**config.mk**
```make
export PLATFORM = sky130hd
export DESIGN_NAME = positional_list_store
export DESIGN_NICKNAME = d
export VERILOG_FILES = /design/src/rtl/core/pls_pkg.sv /design/src/rtl/core/pls_ram.sv /design/src/rtl/core/positional_list_store.sv
export VERILOG_INCLUDE_DIRS = /design/src /design/src/rtl/core
export SDC_FILE = /design/constraint.sdc
export NUM_CORES = 1
export LEC_CHECK = 0
export BUFFER_PORTS_ARGS = -buffer_cell sky130_fd_sc_hd__buf_2
export CAP_MARGIN = 20
export CORE_MARGIN = 2
export CORE_UTILIZATION = 55
export CTS_BUF_LIST = sky130_fd_sc_hd__clkbuf_4 sky130_fd_sc_hd__clkbuf_8
export CTS_CLUSTER_SIZE = 10
export DETAILED_ROUTE_END_ITERATION = 16
export PLACE_DENSITY = 0.83
export SETUP_SLACK_MARGIN = 0.4
export SLEW_MARGIN = 0
export SYNTH_ARGS = -nofsm -noshare
export SYNTH_HDL_FRONTEND = slang
export SYNTH_SLANG_ARGS = --single-unit
```
**constraint.sdc**
```tcl
create_clock -name clk -period 4.4 [get_ports clk]
set_clock_uncertainty 0.2 [all_clocks]
set_input_delay 0.66 -clock clk [delete_from_list [all_inputs] [get_ports clk]]
set_output_delay 0.66 -clock clk [all_outputs]
set_load 0.01 [all_outputs]
```
**src/rtl/core/positional_list_store_macros.svh**
```systemverilog
// assertion macros shared by the positional list store rtl
`ifndef POSITIONAL_LIST_STORE_MACROS_SVH
`define POSITIONAL_LIST_STORE_MACROS_SVH

// condition that must hold at every clock edge out of reset
`define PLS_ASSERT_ALWAYS(label, clk, rst_n, cond, msg) \
  label: assert property (@(posedge clk) disable iff (!rst_n) (cond)) \
    else $error(msg);

// same-cycle implication checked at every clock edge out of reset
`define PLS_ASSERT_IMPLY(label, clk, rst_n, ante, cons, msg) \
  label: assert property (@(posedge clk) disable iff (!rst_n) (ante) |-> (cons)) \
    else $error(msg);

`endif

```
**src/rtl/core/pls_pkg.sv**
```systemverilog
// package with field widths and action and status codes of the positional list store
package pls_pkg;

  localparam int unsigned ACTION_W = 2;
  localparam int unsigned POS_W    = 5;
  localparam int unsigned BYTE_W   = 8;
  localparam int unsigned STATUS_W = 2;
  localparam int unsigned LENGTH_W = 5;
  localparam int unsigned IN_TDATA_W  = 16;
  localparam int unsigned OUT_TDATA_W = 16;

  typedef logic [ACTION_W-1:0] action_t;
  typedef logic [STATUS_W-1:0] status_t;
  typedef logic [BYTE_W-1:0]   byte_t;

  localparam action_t ACT_INSERT = 2'd0;
  localparam action_t ACT_DELETE = 2'd1;
  localparam action_t ACT_READ   = 2'd2;

  localparam status_t STAT_DONE  = 2'd0;
  localparam status_t STAT_RANGE = 2'd1;
  localparam status_t STAT_FULL  = 2'd2;

endpackage

```
**src/rtl/core/pls_ram.sv**
```systemverilog
// generic single write port, single read port ram with registered read data
module pls_ram #(
  parameter int unsigned WIDTH = 8,
  parameter int unsigned DEPTH = 16,
  parameter int unsigned AW    = (DEPTH > 1) ? $clog2(DEPTH) : 1
) (
  input  logic             clk,
  input  logic             we,
  input  logic [AW-1:0]    waddr,
  input  logic [WIDTH-1:0] wdata,
  input  logic             re,
  input  logic [AW-1:0]    raddr,
  output logic [WIDTH-1:0] rdata
);

  logic [WIDTH-1:0] mem [DEPTH];

  // write port
  always_ff @(posedge clk) begin
    if (we) begin
      mem[waddr] <= wdata;
    end
  end

  // registered read port
  always_ff @(posedge clk) begin
    if (re) begin
      rdata <= mem[raddr];
    end
  end

endmodule

```
**src/rtl/core/positional_list_store.sv**
```systemverilog
// Positional list store: an ordered list of up to CAPACITY bytes held in one ram with one
// write and one registered read port. Each input transfer carries an action (insert,
// delete, read), a position and a byte; each gives exactly one output transfer with the
// removed or read byte, a status and the length after the action. One action is worked
// at a time. An error, an unused action or an insert at the end goes straight to the
// finishing state; a read waits for the read port, a delete and an insert in the middle
// move the entries behind the position one per cycle through the ram, a read of one entry
// overlapping the write of the previous one, and an insert then writes its byte. out_tvalid
// rises when the finishing state hands the result to the output register. in_tready returns
// on the edge that raises out_tvalid; a result that is not taken holds the block in its
// finishing state and keeps in_tready low until the output register is free. Entry
// contents are undefined after reset and need no clearing pass; the length resets to zero.
`include "positional_list_store_macros.svh"

module positional_list_store #(
  parameter int unsigned CAPACITY = 16
) (
  input  logic                          clk,
  input  logic                          rst_n,
  // input channel
  input  logic                          in_tvalid,
  output logic                          in_tready,
  // fields from bit 0: action[1:0], position[6:2], value[14:7], zero[15]
  input  logic [pls_pkg::IN_TDATA_W-1:0]  in_tdata,
  // result channel
  output logic                          out_tvalid,
  input  logic                          out_tready,
  // fields from bit 0: entry_out[7:0], status[9:8], length[14:10], zero[15]
  output logic [pls_pkg::OUT_TDATA_W-1:0] out_tdata
);

  import pls_pkg::*;

  localparam int unsigned AW   = (CAPACITY > 1) ? $clog2(CAPACITY) : 1;
  localparam int unsigned CW   = $clog2(CAPACITY + 1);
  localparam int unsigned CMPW = (CW > POS_W) ? CW : POS_W;

  typedef enum logic [6:0] {
    S_IDLE      = 7'b0000001,
    S_INS_SHIFT = 7'b0000010,
    S_INS_PUT   = 7'b0000100,
    S_DEL_FIRST = 7'b0001000,
    S_DEL_SHIFT = 7'b0010000,
    S_RD_WAIT   = 7'b0100000,
    S_DONE      = 7'b1000000
  } state_t;

  state_t            state_r, state_nxt;
  logic [CW-1:0]     count_r, count_nxt;
  logic [AW-1:0]     rd_ptr_r, rd_ptr_nxt;
  logic [AW-1:0]     pos_r, pos_nxt;
  byte_t             val_r, val_nxt;
  byte_t             res_data_r, res_data_nxt;
  status_t           res_status_r, res_status_nxt;
  logic              out_valid_r;
  byte_t             out_data_r;
  status_t           out_status_r;
  logic [LENGTH_W-1:0] out_length_r;

  // input field split
  action_t           in_action;
  logic [POS_W-1:0]  in_position;
  byte_t             in_value;

  // ram access
  logic              mem_we;
  logic [AW-1:0]     mem_waddr;
  byte_t             mem_wdata;
  logic              mem_re;
  logic [AW-1:0]     mem_raddr;
  byte_t             mem_rdata;

  // widened values for compares
  logic [CMPW-1:0]   pos_ext;
  logic [CMPW-1:0]   count_ext;
  logic [CMPW-1:0]   count_dec_ext;
  logic [CMPW-1:0]   ptr_inc_ext;
  logic [AW-1:0]     pos_addr;
  logic [AW-1:0]     last_addr;
  logic              in_xfer;
  logic              out_load;

  assign in_action   = in_tdata[ACTION_W-1:0];
  assign in_position = in_tdata[ACTION_W+POS_W-1:ACTION_W];
  assign in_value    = in_tdata[ACTION_W+POS_W+BYTE_W-1:ACTION_W+POS_W];

  assign pos_ext       = CMPW'(in_position);
  assign count_ext     = CMPW'(count_r);
  assign count_dec_ext = count_ext - CMPW'(1);
  assign ptr_inc_ext   = CMPW'(rd_ptr_r) + CMPW'(1);
  assign pos_addr      = pos_ext[AW-1:0];
  assign last_addr     = count_dec_ext[AW-1:0];

  assign in_tready = (state_r == S_IDLE);
  assign in_xfer   = in_tvalid && in_tready;
  assign out_load  = (state_r == S_DONE) && (!out_valid_r || out_tready);

  pls_ram #(
    .WIDTH (BYTE_W),
    .DEPTH (CAPACITY),
    .AW    (AW)
  ) u_entries (
    .clk   (clk),
    .we    (mem_we),
    .waddr (mem_waddr),
    .wdata (mem_wdata),
    .re    (mem_re),
    .raddr (mem_raddr),
    .rdata (mem_rdata)
  );

  // sequencer: decode, shift entries through the ram, finish
  always_comb begin
    state_nxt      = state_r;
    count_nxt      = count_r;
    rd_ptr_nxt     = rd_ptr_r;
    pos_nxt        = pos_r;
    val_nxt        = val_r;
    res_data_nxt   = res_data_r;
    res_status_nxt = res_status_r;
    mem_we         = 1'b0;
    mem_waddr      = rd_ptr_r;
    mem_wdata      = mem_rdata;
    mem_re         = 1'b0;
    mem_raddr      = rd_ptr_r;

    case (state_r)
      S_IDLE: begin
        if (in_xfer) begin
          res_data_nxt   = '0;
          res_status_nxt = STAT_DONE;
          pos_nxt        = pos_addr;
          val_nxt        = in_value;
          state_nxt      = S_DONE;
          case (in_action)
            ACT_INSERT: begin
              if (pos_ext > count_ext) begin
                res_status_nxt = STAT_RANGE;
              end else if (count_ext == CMPW'(CAPACITY)) begin
                res_status_nxt = STAT_FULL;
              end else if (pos_ext == count_ext) begin
                // append at the end, nothing to move
                mem_we    = 1'b1;
                mem_waddr = pos_addr;
                mem_wdata = in_value;
                count_nxt = count_r + CW'(1);
              end else begin
                // start moving entries up from the last one
                mem_re     = 1'b1;
                mem_raddr  = last_addr;
                rd_ptr_nxt = last_addr;
                state_nxt  = S_INS_SHIFT;
              end
            end
            ACT_DELETE: begin
              if (pos_ext >= count_ext) begin
                res_status_nxt = STAT_RANGE;
              end else begin
                mem_re     = 1'b1;
                mem_raddr  = pos_addr;
                rd_ptr_nxt = pos_addr;
                state_nxt  = S_DEL_FIRST;
              end
            end
            ACT_READ: begin
              if (pos_ext >= count_ext) begin
                res_status_nxt = STAT_RANGE;
              end else begin
                mem_re    = 1'b1;
                mem_raddr = pos_addr;
                state_nxt = S_RD_WAIT;
              end
            end
            default: begin
              res_status_nxt = STAT_DONE;
            end
          endcase
        end
      end

      S_INS_SHIFT: begin
        // entry at rd_ptr moves one place up
        mem_we    = 1'b1;
        mem_waddr = ptr_inc_ext[AW-1:0];
        mem_wdata = mem_rdata;
        if (rd_ptr_r == pos_r) begin
          state_nxt = S_INS_PUT;
        end else begin
          mem_re     = 1'b1;
          mem_raddr  = rd_ptr_r - AW'(1);
          rd_ptr_nxt = rd_ptr_r - AW'(1);
        end
      end

      S_INS_PUT: begin
        mem_we    = 1'b1;
        mem_waddr = pos_r;
        mem_wdata = val_r;
        count_nxt = count_r + CW'(1);
        state_nxt = S_DONE;
      end

      S_DEL_FIRST: begin
        // removed byte is on the read port now
        res_data_nxt = mem_rdata;
        if (ptr_inc_ext < count_ext) begin
          mem_re     = 1'b1;
          mem_raddr  = ptr_inc_ext[AW-1:0];
          rd_ptr_nxt = ptr_inc_ext[AW-1:0];
          state_nxt  = S_DEL_SHIFT;
        end else begin
          count_nxt = count_r - CW'(1);
          state_nxt = S_DONE;
        end
      end

      S_DEL_SHIFT: begin
        // entry at rd_ptr moves one place down
        mem_we    = 1'b1;
        mem_waddr = rd_ptr_r - AW'(1);
        mem_wdata = mem_rdata;
        if (ptr_inc_ext < count_ext) begin
          mem_re     = 1'b1;
          mem_raddr  = ptr_inc_ext[AW-1:0];
          rd_ptr_nxt = ptr_inc_ext[AW-1:0];
        end else begin
          count_nxt = count_r - CW'(1);
          state_nxt = S_DONE;
        end
      end

      S_RD_WAIT: begin
        res_data_nxt = mem_rdata;
        state_nxt    = S_DONE;
      end

      S_DONE: begin
        if (out_load) begin
          state_nxt = S_IDLE;
        end
      end

      default: begin
        state_nxt = S_IDLE;
      end
    endcase
  end

  // control registers
  always_ff @(posedge clk) begin
    if (!rst_n) begin
      state_r     <= S_IDLE;
      count_r     <= '0;
      out_valid_r <= 1'b0;
    end else begin
      state_r <= state_nxt;
      count_r <= count_nxt;
      if (out_load) begin
        out_valid_r <= 1'b1;
      end else if (out_tready) begin
        out_valid_r <= 1'b0;
      end
    end
  end

  // working and result payload registers
  always_ff @(posedge clk) begin
    rd_ptr_r     <= rd_ptr_nxt;
    pos_r        <= pos_nxt;
    val_r        <= val_nxt;
    res_data_r   <= res_data_nxt;
    res_status_r <= res_status_nxt;
    if (out_load) begin
      out_data_r   <= res_data_r;
      out_status_r <= res_status_r;
      out_length_r <= count_ext[LENGTH_W-1:0];
    end
  end

  assign out_tvalid = out_valid_r;
  assign out_tdata  = {1'b0, out_length_r, out_status_r, out_data_r};

  // checks on the sequencer
  `PLS_ASSERT_ALWAYS(a_count_bound, clk, rst_n, count_ext <= CMPW'(CAPACITY),
    "length exceeds capacity")
  `PLS_ASSERT_IMPLY(a_out_from_done, clk, rst_n, $rose(out_valid_r),
    $past(state_r) == S_DONE, "result presented without finishing an action")
  `PLS_ASSERT_IMPLY(a_count_step, clk, rst_n, $past(rst_n) && (count_r != $past(count_r)),
    ($past(state_r) == S_IDLE) || ($past(state_r) == S_INS_PUT) ||
    ($past(state_r) == S_DEL_FIRST) || ($past(state_r) == S_DEL_SHIFT),
    "length changed outside an insert or delete")

endmodule
```
Word level (Yosys, flattened, before mapping)
Memories as Yosys holds them, arrays and structs flattened. A register that Yosys moved wholly into a read port is not among the register bits.
Index checks and enable logic that the tools add are counted.
{"block": "totals", "ff_bits": 54, "mem_bits_rw": 128, "in_bits": 20, "out_inout_bits": 18, "wordCells": 128, "mem_count": 1}
{"block": "classes", "n_addsub": 4, "n_lt_le_gt_ge": 3, "eq_ne": 22, "muxes": 68, "n_reduce_logical": 19}
{"memory": "u_entries.mem", "words": 16, "width": 8, "rd": 1, "rd_ports_with_merged_regs": 1, "write_ports": 1, "line": "pls_ram.sv:16", "text": "logic [WIDTH-1:0] mem [DEPTH];"}
{"operator": "2-to-1 mux 7 bit", "count": 10}
{"operator": "2-to-1 mux 4 bit", "count": 13}
{"operator": "2-to-1 mux 8 bit", "count": 6}
{"operator": "one-hot mux 7 bit (6 select lines)", "count": 1}
{"operator": "one-hot mux 8 bit (2 select lines)", "count": 2}
{"operator": "2-to-1 mux 5 bit", "count": 6}
{"operator": "one-hot mux 4 bit (3 select lines)", "count": 2}
{"operator": "one-hot mux 7 bit (3 select lines)", "count": 1}
{"operator": "2-to-1 mux 1 bit", "count": 17}
{"operator": "one-hot mux 4 bit (2 select lines)", "count": 2}
{"operator": "one-hot mux 4 bit (4 select lines)", "count": 1}
{"operator": "one-hot mux 5 bit (3 select lines)", "count": 1}
{"operator": "!= test 2 bit, second input constant", "count": 6}
{"operator": "OR reduction 2 bit", "count": 4}
{"operator": "== test 7 x 1 -> 1 bit, second input constant", "count": 1}
{"operator": "== test 7 x 2 -> 1 bit, second input constant", "count": 1}
{"operator": "== test 7 x 3 -> 1 bit, second input constant", "count": 1}
{"operator": "== test 7 x 4 -> 1 bit, second input constant", "count": 1}
{"operator": "== test 7 x 5 -> 1 bit, second input constant", "count": 1}
{"operator": "== test 7 x 6 -> 1 bit, second input constant", "count": 1}
{"operator": "== test 7 bit, second input constant", "count": 1}
{"operator": "AND reduction 7 bit", "count": 1}
{"operator": "!= test 2 x 1 -> 1 bit, second input constant", "count": 3}
{"operator": "nonzero test 3 bit", "count": 2}
{"operator": "other kinds (26)", "count": 31}

Logic depth before layout (Yosys ltp)
Gate-level depths: netlist of the first run.
{"block": "depth", "depth_word": 9, "ltp_mapped": 15}

By module
A second synthesis of the first run with hierarchy kept.
{"block": "unflattened", "hier_cells": 586, "hier_area_um2": 8814.7}
{"module": "pls_ram", "n_inst": 1, "cells_per_inst": 229, "area_per_inst_um2": 5227.5, "seq_area_each_um2": 4083.9}
{"module": "positional_list_store", "n_inst": 1, "cells_per_inst": 357, "area_per_inst_um2": 3587.2, "seq_area_each_um2": 1491.4}

Worst setup path after synthesis of the first run
OpenSTA, ideal clock, no wires.
{"block": "synth_timing", "path_type": "reg2reg", "from": "register rd_ptr_r[0]", "to": "register u_entries.rdata[6] (read register of u_entries.mem) (data pin)", "setup_time_ns": 0.265, "arrival_time_ns": 3.644, "required_ns": 3.935, "path_slack_ns": 0.291, "path_stages_with_launch": 15, "path_buffers": 2, "path_cell_list": "edfxtp_1 clkbuf_1 inv_1 ha_1 ha_1 a21oi_1 o21ai_2 a2111oi_0 o221ai_4 a221oi_2 or4_4 buf_6 o22a_1 o221ai_1 or3_1"}
{"block": "synth_via", "elab_chain_cells": 6, "elab_cells_between_ends": 16}
{"element": "start, declared", "line": "positional_list_store.sv:50", "text": "logic [AW-1:0] rd_ptr_r, rd_ptr_nxt;"}
{"element": "start signal, assigned", "line": "positional_list_store.sv:268", "text": "rd_ptr_r <= rd_ptr_nxt;"}
{"element": "parallel branches: the longest is 6 deep, another holds adder 4 x 1 -> 5 bit"}
{"element": "end, declared", "line": "pls_ram.sv:13", "text": "output logic [WIDTH-1:0] rdata"}
Parallel ways; which one is timed is not known.
A chain may end at the register's enable or synchronous reset.

Worst setup path after layout of the first run
{"block": "layout_timing", "from": "register rd_ptr_r[1]", "to": "register u_entries.rdata[0] (read register of u_entries.mem) (data pin)"}
The elaborated chain is that of the path after synthesis.

==> results.yml, run 1 <==
outcome:
  outcome: "completed"
timing:
  slew_viol_final: 0
  fin_crit_sh_pct: 92.6
  setup_viol: 0
  finalCriticalPeriod_ns: 4.08
  rsz0062_at_grt: "true"
  tightestPinTransition_ns: 0.947
  relSlewSlack_pct: 36.4
  setup_tns_ns: 0
  fmax_mhz: 245
  finalHoldViolations: 0
  fin_hold_ws_ns: 0.169
die:
  start_util_pct: 56.3
  pin_count: 38
  die_h_um: 132
  core_um2: 15900
  die_x_um: 132
  die-area_um2: 17300
  row_count: 46
routing:
  wl_met1_um: 8510
  drt-total-wl_um: 22000
  dr_wl_met3_um: 1920
  drcViolationCount: 0
  vias_per_cell: 6.28
  postRouteAntennaNets: 0
  top_layer: "met4"
  drt-initial-drc-count: 670
  wl_per_cell_um: 22.6
  dr.pass1.iters: 7
  vias: 6107
  wl_met2_um: 10900
synthesis:
  yosys.area.top_type: "edfxtp_1"
  syn_area_um2: 8940
  ys_async_sr_fraction_pct: 0
  synth_flop_cell: "edfxtp_1"
  ys_seq_area_share_pct: 62.4
  synth_area_leaders: "edfxtp_1 59%, mux2i_1 7.7%, dfxtp_1 2.9%"
  yosysTopAreaCellShare_pct: 59.4
  ys_warn_count: 0
  synth_seq_cells: 190
  synthTopCellsByCount: "177 x edfxtp_1, 69 x mux2i_1, 43 x nand2_1"
  mappedNetlistNets: 690
  syn_avg_cell_area_um2: 13.7
  ys_types: 83
  synth_edf_count: 177
  yosys.cell_count.top_type: "edfxtp_1"
  syn-instance-count: 652
power:
  switching_share_pct: 31.0
  ir_worst_vdd_mv: 0.495
  power.total_w: 0.00482
  p_comb_share_pct: 28.7
  p_int_w: 0.00332
  p_clk_share_pct: 25.5
  power.leakage_nw: 3.87
  p_sw_w: 0.00150
  power.density_nw_per_um2: 454
  seqPwrFrac_pct: 45.8
worst_hold_path:
  hold_path.class: "in -> reg"
worst_setup_path:
  crit_required_ns: 4.42
  critPathCaptureType: "flop"
  path_class: "reg -> reg"
  arrival_ns: 4.10
  cp_max_fo: 8
  cp-start-kind: "flop"
finish:
  final_cells: 973
  syn2layout_area_growth_pct: 18.7
  final_nets: 781
  layout-drive-gt1-share_pct: 27.2
  fin_util_pct: 66.8
place:
  dp_cells: 908
  port_buffers: 35
  place_hpwl_um: 14200
  gp_congestion: 0.939
flow_run:
  drv_cap: 0
global_routing:
  overflow: 0
  grt_usage_pct: 25.3
  grt_pass1_wl_um: 33200
  antenna_found_initial: 1
  grt_max_degree: 18
  grt_pass1_vias: 6005
clock_tree:
  cts_buffers: 17
  clock_latency_ns: 0.48
  clockRootBuffer: "clkbuf_8"
  ctsHoldBuffers: 0
  tritoncts: "done"
  clkTransAtPathRegs_ns: 0.11
  htree_levels: 4
  clkSinkCount: 190
  clock_path_buffers: 2
logic make-up (layout without fill, tap and decap cells):
kind of cell / Yosys count / in the layout / share of synthesized area, %
buf+inv: 51 / 155 / 3.65
xor+xnor: 17 / 17 / 1.67
flops: 190 / 190 / 62.4
compound gates: 134 / 134 / 11.5
fa+ha+maj: 18 / 18 / 2.52
simple gates: 170 / 170 / 10.3
mux: 71 / 71 / 7.98
other cells: 1 / 2 / 0.0419
registers in the layout, summed over array words and instances (netlist names), 2 cells and up:
signal	cells
u_entries.mem	128
out_data_r	8
res_data_r	8
u_entries.rdata	8
val_r	8
state_r	7
count_ext	5
out_length_r	5
pos_r	4
rd_ptr_r	4
out_status_r	2
res_status_r	2
stage by stage:
| stage | setup slack (ns) | cell area (um2) |
|---|---|---|
| 6_report | 0.324 | 10600 |
| 5_1_grt | 0.212 | 10600 |
| 4_1_cts | 0.399 | 10300 |
| 3_5_place_dp | 0.0856 | 9480 |
| 3_3_place_gp | 0.152 | 9480 |
| 2_1_floorplan | 0.408 | 8940 |
final cells by class:
cell class	instances	area, um2
flip-flops and latches	190	5580
fillers	1103	5270
multi-input cells	411	3390
repair buffers	103	871
well taps	216	270
clock buffers	18	241
clock inverters	14	188
inverters	20	77.6
diodes	1	2.50
repair_timing:
item                                    4_1_cts  5_1_grt
endpoints found under the setup margin        8       20
gates resized for setup                      36       29
pin swaps                                    17        7
gates cloned                                  2        2
setup buffers                                12       16
worst max-delay path, stage by stage (launching register included):
cell,delay [ns]
edfxtp_1,0.43
buf_6,0.16
nand3_4,0.10
xnor2_2,0.15
ha_2,0.20
a21o_1,0.22
nor4_2,0.27
a21boi_4,0.40
o41ai_4,0.14
o22ai_4,0.27
buf_12,0.16
buf_16,0.15
mux2i_1,0.20
o22a_1,0.19
o221ai_2,0.14
or3_4,0.41
worst paths after layout:
| kind | startpoint | to | slack, ns | depth (start not counted) |
|---|---|---|---|---|
| setup / recovery | rd_ptr_r[1] | u_entries.rdata[0] | 0.32 | 15 |
| setup reg to reg | rd_ptr_r[1] | u_entries.rdata[0] | 0.32 | 15 |
| hold reg to reg | res_data_r[4] | out_data_r[4] | 0.22 | 0 |
| hold / removal | in_tdata[12] | val_r[5] | 0.17 | 1 |
routing by layer:
metal | vias to the layer above | GRT usage (%)
met5 | - | 0
met4 | 0 | 10.0
met1 | 2974 | 32.4
met3 | 49 | 6.40
li1 | 2718 | -
met2 | 366 | 41.4
power groups by stage:
| stage | registers (W) | clock network (W) | logic, W |
|---|---|---|---|
| 3_3_place_gp | 0.00224 | 0 | 0.00104 |
| 2_1_floorplan | 0.00223 | 0 | 0.000763 |
| 4_1_cts | 0.00221 | 0.00123 | 0.00122 |
| 3_5_place_dp | 0.00224 | 0 | 0.00108 |
| 6_report | 0.00221 | 0.00123 | 0.00138 |
| 5_1_grt | 0.00222 | 0.00131 | 0.00147 |
layout by cell type (no fill, tap or decap), types with 4 or more instances in the layout:
| master | instances |
|---|---|
| clkbuf_8 | 17 |
| nor2_1 | 41 |
| buf_6 | 4 |
| xnor2_1 | 14 |
| or3_1 | 7 |
| and2_1 | 14 |
| o221ai_1 | 6 |
| dfxtp_1 | 11 |
| a22oi_1 | 8 |
| nor3_1 | 9 |
| o22a_1 | 8 |
| ha_4 | 4 |
| o21ai_0 | 17 |
| nand2_1 | 40 |
| inv_1 | 17 |
| or3_4 | 4 |
| buf_2 | 35 |
| nand2b_1 | 5 |
| mux2i_1 | 65 |
| a21oi_1 | 10 |
| buf_4 | 52 |
| ha_1 | 13 |
| o22ai_1 | 19 |
| edfxtp_1 | 177 |
| a31oi_1 | 4 |
| o221ai_2 | 7 |
| buf_12 | 7 |
| nand4_1 | 9 |
No activity file was read; power rests on OpenSTA's default activity.
==> run 2: changes to the inputs <==
--- a/config.mk
+++ b/config.mk
@@ -19,3 +19,4 @@
 export SYNTH_ARGS = -nofsm -noshare
 export SYNTH_HDL_FRONTEND = slang
+export SYNTH_HIERARCHICAL = 1
 export SYNTH_SLANG_ARGS = --single-unit
==> constraint.sdc (replaced) <==
create_clock -name clk -period 4.4 [get_ports clk]
set_clock_uncertainty 0.2 [all_clocks]
set_input_delay 0.88 -clock clk [delete_from_list [all_inputs] [get_ports clk]]
set_output_delay 0.88 -clock clk [all_outputs]
set_load 0.01 [all_outputs]
==> run 2 against run 1 <==
Net effect:
- setup slack improved by 0.13 ns
- combinational power down 37%
- largest cell class unchanged
- worst hold slack gained 0.060 ns
- maximum frequency increased by 3.3%
- synthesized cell count fell by 10%
- cell count fell by 8.8%
- via count is 6.8% lower
- global-route usage decreased by 0.95 points
- sequential power fell by 5%
- flip-flop and latch count is the same
- sequential share of layout area increased by 2.8 points
- non-clock buffer count is 22 lower
==> results.yml, run 2 <==
synthesis:
  synthTopCellsByCount: "177 x edfxtp_1, 36 x nand2_1, 30 x nor2_1"
  synth_xor_area_share_pct: 1.49
  synth_simple_gate_area_share_pct: 9.85
  ys_types: 80
  yosysTopAreaCellShare_pct: 60.3
  synth_top_family_by_area: "simple AND/OR/NAND/NOR gates"
  synth_seq_cells: 190
  yosys.area.top_type: "edfxtp_1"
  synth_fa_ha_area_share_pct: 2.56
  ys_seq_area_share_pct: 63.3
  syn_area_um2: 8810
  muxShareOfSynthArea_pct: 9.69
  synth_edf_count: 177
  mappedNetlistNets: 624
  ys_warn_count: 6
  yosys.cell_count.top_type: "edfxtp_1"
  synth_compound_area_share_pct: 9.60
  syn-instance-count: 586
  ys_async_sr_fraction_pct: 0
  synth_area_leaders: "edfxtp_1 60%, mux4_2 4.6%, mux4_1 4.2%"
  synth_flop_cell: "edfxtp_1"
  syn_avg_cell_area_um2: 15.0
finish:
  largest-register: "u_entries/mem"
  final_cells: 887
  layout.cells.most_common_list: "177 x edfxtp_1, 39 x buf_4, 36 x nand2_1"
  fin_area_um2: 10100
  final_nets: 696
  largest_reg_flops: 128
  syn2layout_area_growth_pct: 14.4
  regArea_um2: 5580
  layout-drive-gt1-share_pct: 26.4
  antenna-diode-count: 0
  multi_input_area_um2: 3080
  fillCellCount: 1084
  mostFrequentLayoutCell: "edfxtp_1"
  fin_util_pct: 63.9
routing:
  drt-total-wl_um: 20300
  dr.pass1.iters: 5
  vias: 5690
  drcViolationCount: 0
  postRouteAntennaNets: 0
  vias_per_cell: 6.41
  wl_per_cell_um: 22.9
  drt-initial-drc-count: 581
clock_tree:
  htree_levels: 4
  clock_path_buffers: 2
  clkSinkCount: 190
  clkTransAtPathRegs_ns: 0.12
  clock_latency_ns: 0.49
  clockRootBuffer: "clkbuf_8"
  tritoncts: "done"
  cts_buffers: 17
die:
  die-area_um2: 17100
  core_um2: 15800
  die_h_um: 131
  die_x_um: 131
  start_util_pct: 55.9
  pin_count: 38
  row_count: 46
worst_setup_path:
  path_class: "reg -> reg"
  cp-start-kind: "flop"
  cp_max_fo: 9
  slowest_stage: "mux4_1"
  critPathCaptureType: "flop"
  crit_required_ns: 4.43
  slowest_delay_ns: 0.48
  arrival_ns: 3.97
  cp_cell_sequence: "buf_4 -> nand3_1 -> xnor2_1 -> ha_1 -> nand2_1 -> o21ai_2 -> a221o_1 -> o21ai_1 -> buf_4 -> o2111ai_4 -> buf_12 -> buf_12 -> mux4_1 -> a22oi_1 -> nand2_1"
timing:
  relSlewSlack_pct: 41.2
  slew_viol_final: 0
  fmax_mhz: 253
  rsz0062_at_grt: "false"
  finalHoldViolations: 0
  tightestPinTransition_ns: 0.880
  setup_viol: 0
  finalCriticalPeriod_ns: 3.95
  fin_crit_sh_pct: 89.7
  setup_tns_ns: 0
place:
  dp_cells: 849
  port_buffers: 35
  gp_congestion: 0.913
  place_hpwl_um: 13700
  placed_cell_area_um2: 9400
worst_hold_path:
  hold_path.class: "reg -> reg"
power:
  power.leakage_nw: 3.48
  power.density_nw_per_um2: 416
  ir_worst_vdd_mv: 0.231
global_routing:
  grt_pass1_vias: 5503
  overflow: 0
  antenna_found_initial: 0
  grt_max_degree: 33
  grt_pass1_wl_um: 30500
  grt_usage_pct: 24.3
outcome:
  outcome: "completed"
flow_run:
  drv_cap: 0
run 2: layer usage:
layer | share of wire (%) | vias to the layer above | track usage, %
li1 | - | 2486 | -
met1 | 39 | 2825 | 31.9
met2 | 50 | 329 | 40.4
met3 | 7.8 | 50 | 5.01
met4 | 3.2 | 0 | 9.26
met5 | 0 | - | 0
run 2: path summary, 6_finish.rpt:
kind | start | end | slack [ns] | cells after the start
worst max-delay path | rd_ptr_r[1] | u_entries/rdata[3] | 0.45 | 15
worst min-delay path | res_data_r[3] | out_data_r[3] | 0.23 | 0
worst max register to register | rd_ptr_r[1] | u_entries/rdata[3] | 0.45 | 15
worst min register to register | res_data_r[3] | out_data_r[3] | 0.23 | 0
run 2: worst max-delay path: cells and delay by family (launching register included):
kind                       cells  cell delay [ns]
adders and majority gates      1             0.27
AOI/OAI and AO/OA              5             0.87
DFF                            1             0.47
buffers and inverters          4             0.70
muxes                          1             0.48
xor gates and xnor gates       1             0.23
and+or+nand+nor                3             0.46
run 2: where the power goes:
part           total [W]  internal, W  switching [W]
clock            0.00123     0.000465       0.000768
combinational   0.000863     0.000368       0.000496
sequential       0.00209      0.00205      0.0000459
run 2: cell type report:
type                            instances  area share [%]
Multi-Input combinational cell        342            30.5
Inverter                               26           0.968
Tap cell                              216            2.68
Clock buffer                           17            2.32
Clock inverter                         15            2.21
Timing Repair Buffer                   81            5.96
Sequential cell                       190            55.3
run 2: logic make-up after synthesis:
| kind of cell | Yosys count |
|---|---|
| flip-flops | 190 |
| AND/OR/NAND/NOR | 155 |
| AO/OA/AOI/OAI | 113 |
| buffers and inverters | 54 |
| multiplexers | 40 |
| adder cells (fa/ha/maj) | 18 |
| XOR/XNOR | 15 |
| other | 1 |
run 2: what timing repair did:
action / 4_1_cts / 5_1_grt
endpoints found under the setup margin: 8 / 16
resized for setup: 13 / 20
hold buffers: 0 / 0
setup buffers: 0 / 4
pin swaps: 0 / 7
gates cloned: 0 / 2
run 2: stage by stage:
step | hold slack (ns) | setup WS, ns | total power (W)
after floorplan | 0.200 | 0.532 | 0.00268
after global placement | 0.202 | 0.196 | 0.00286
after detailed placement | 0.207 | 0.0706 | 0.00289
after CTS | 0.232 | 0.401 | 0.00412
after global routing | 0.239 | 0.323 | 0.00434
final | 0.230 | 0.455 | 0.00419
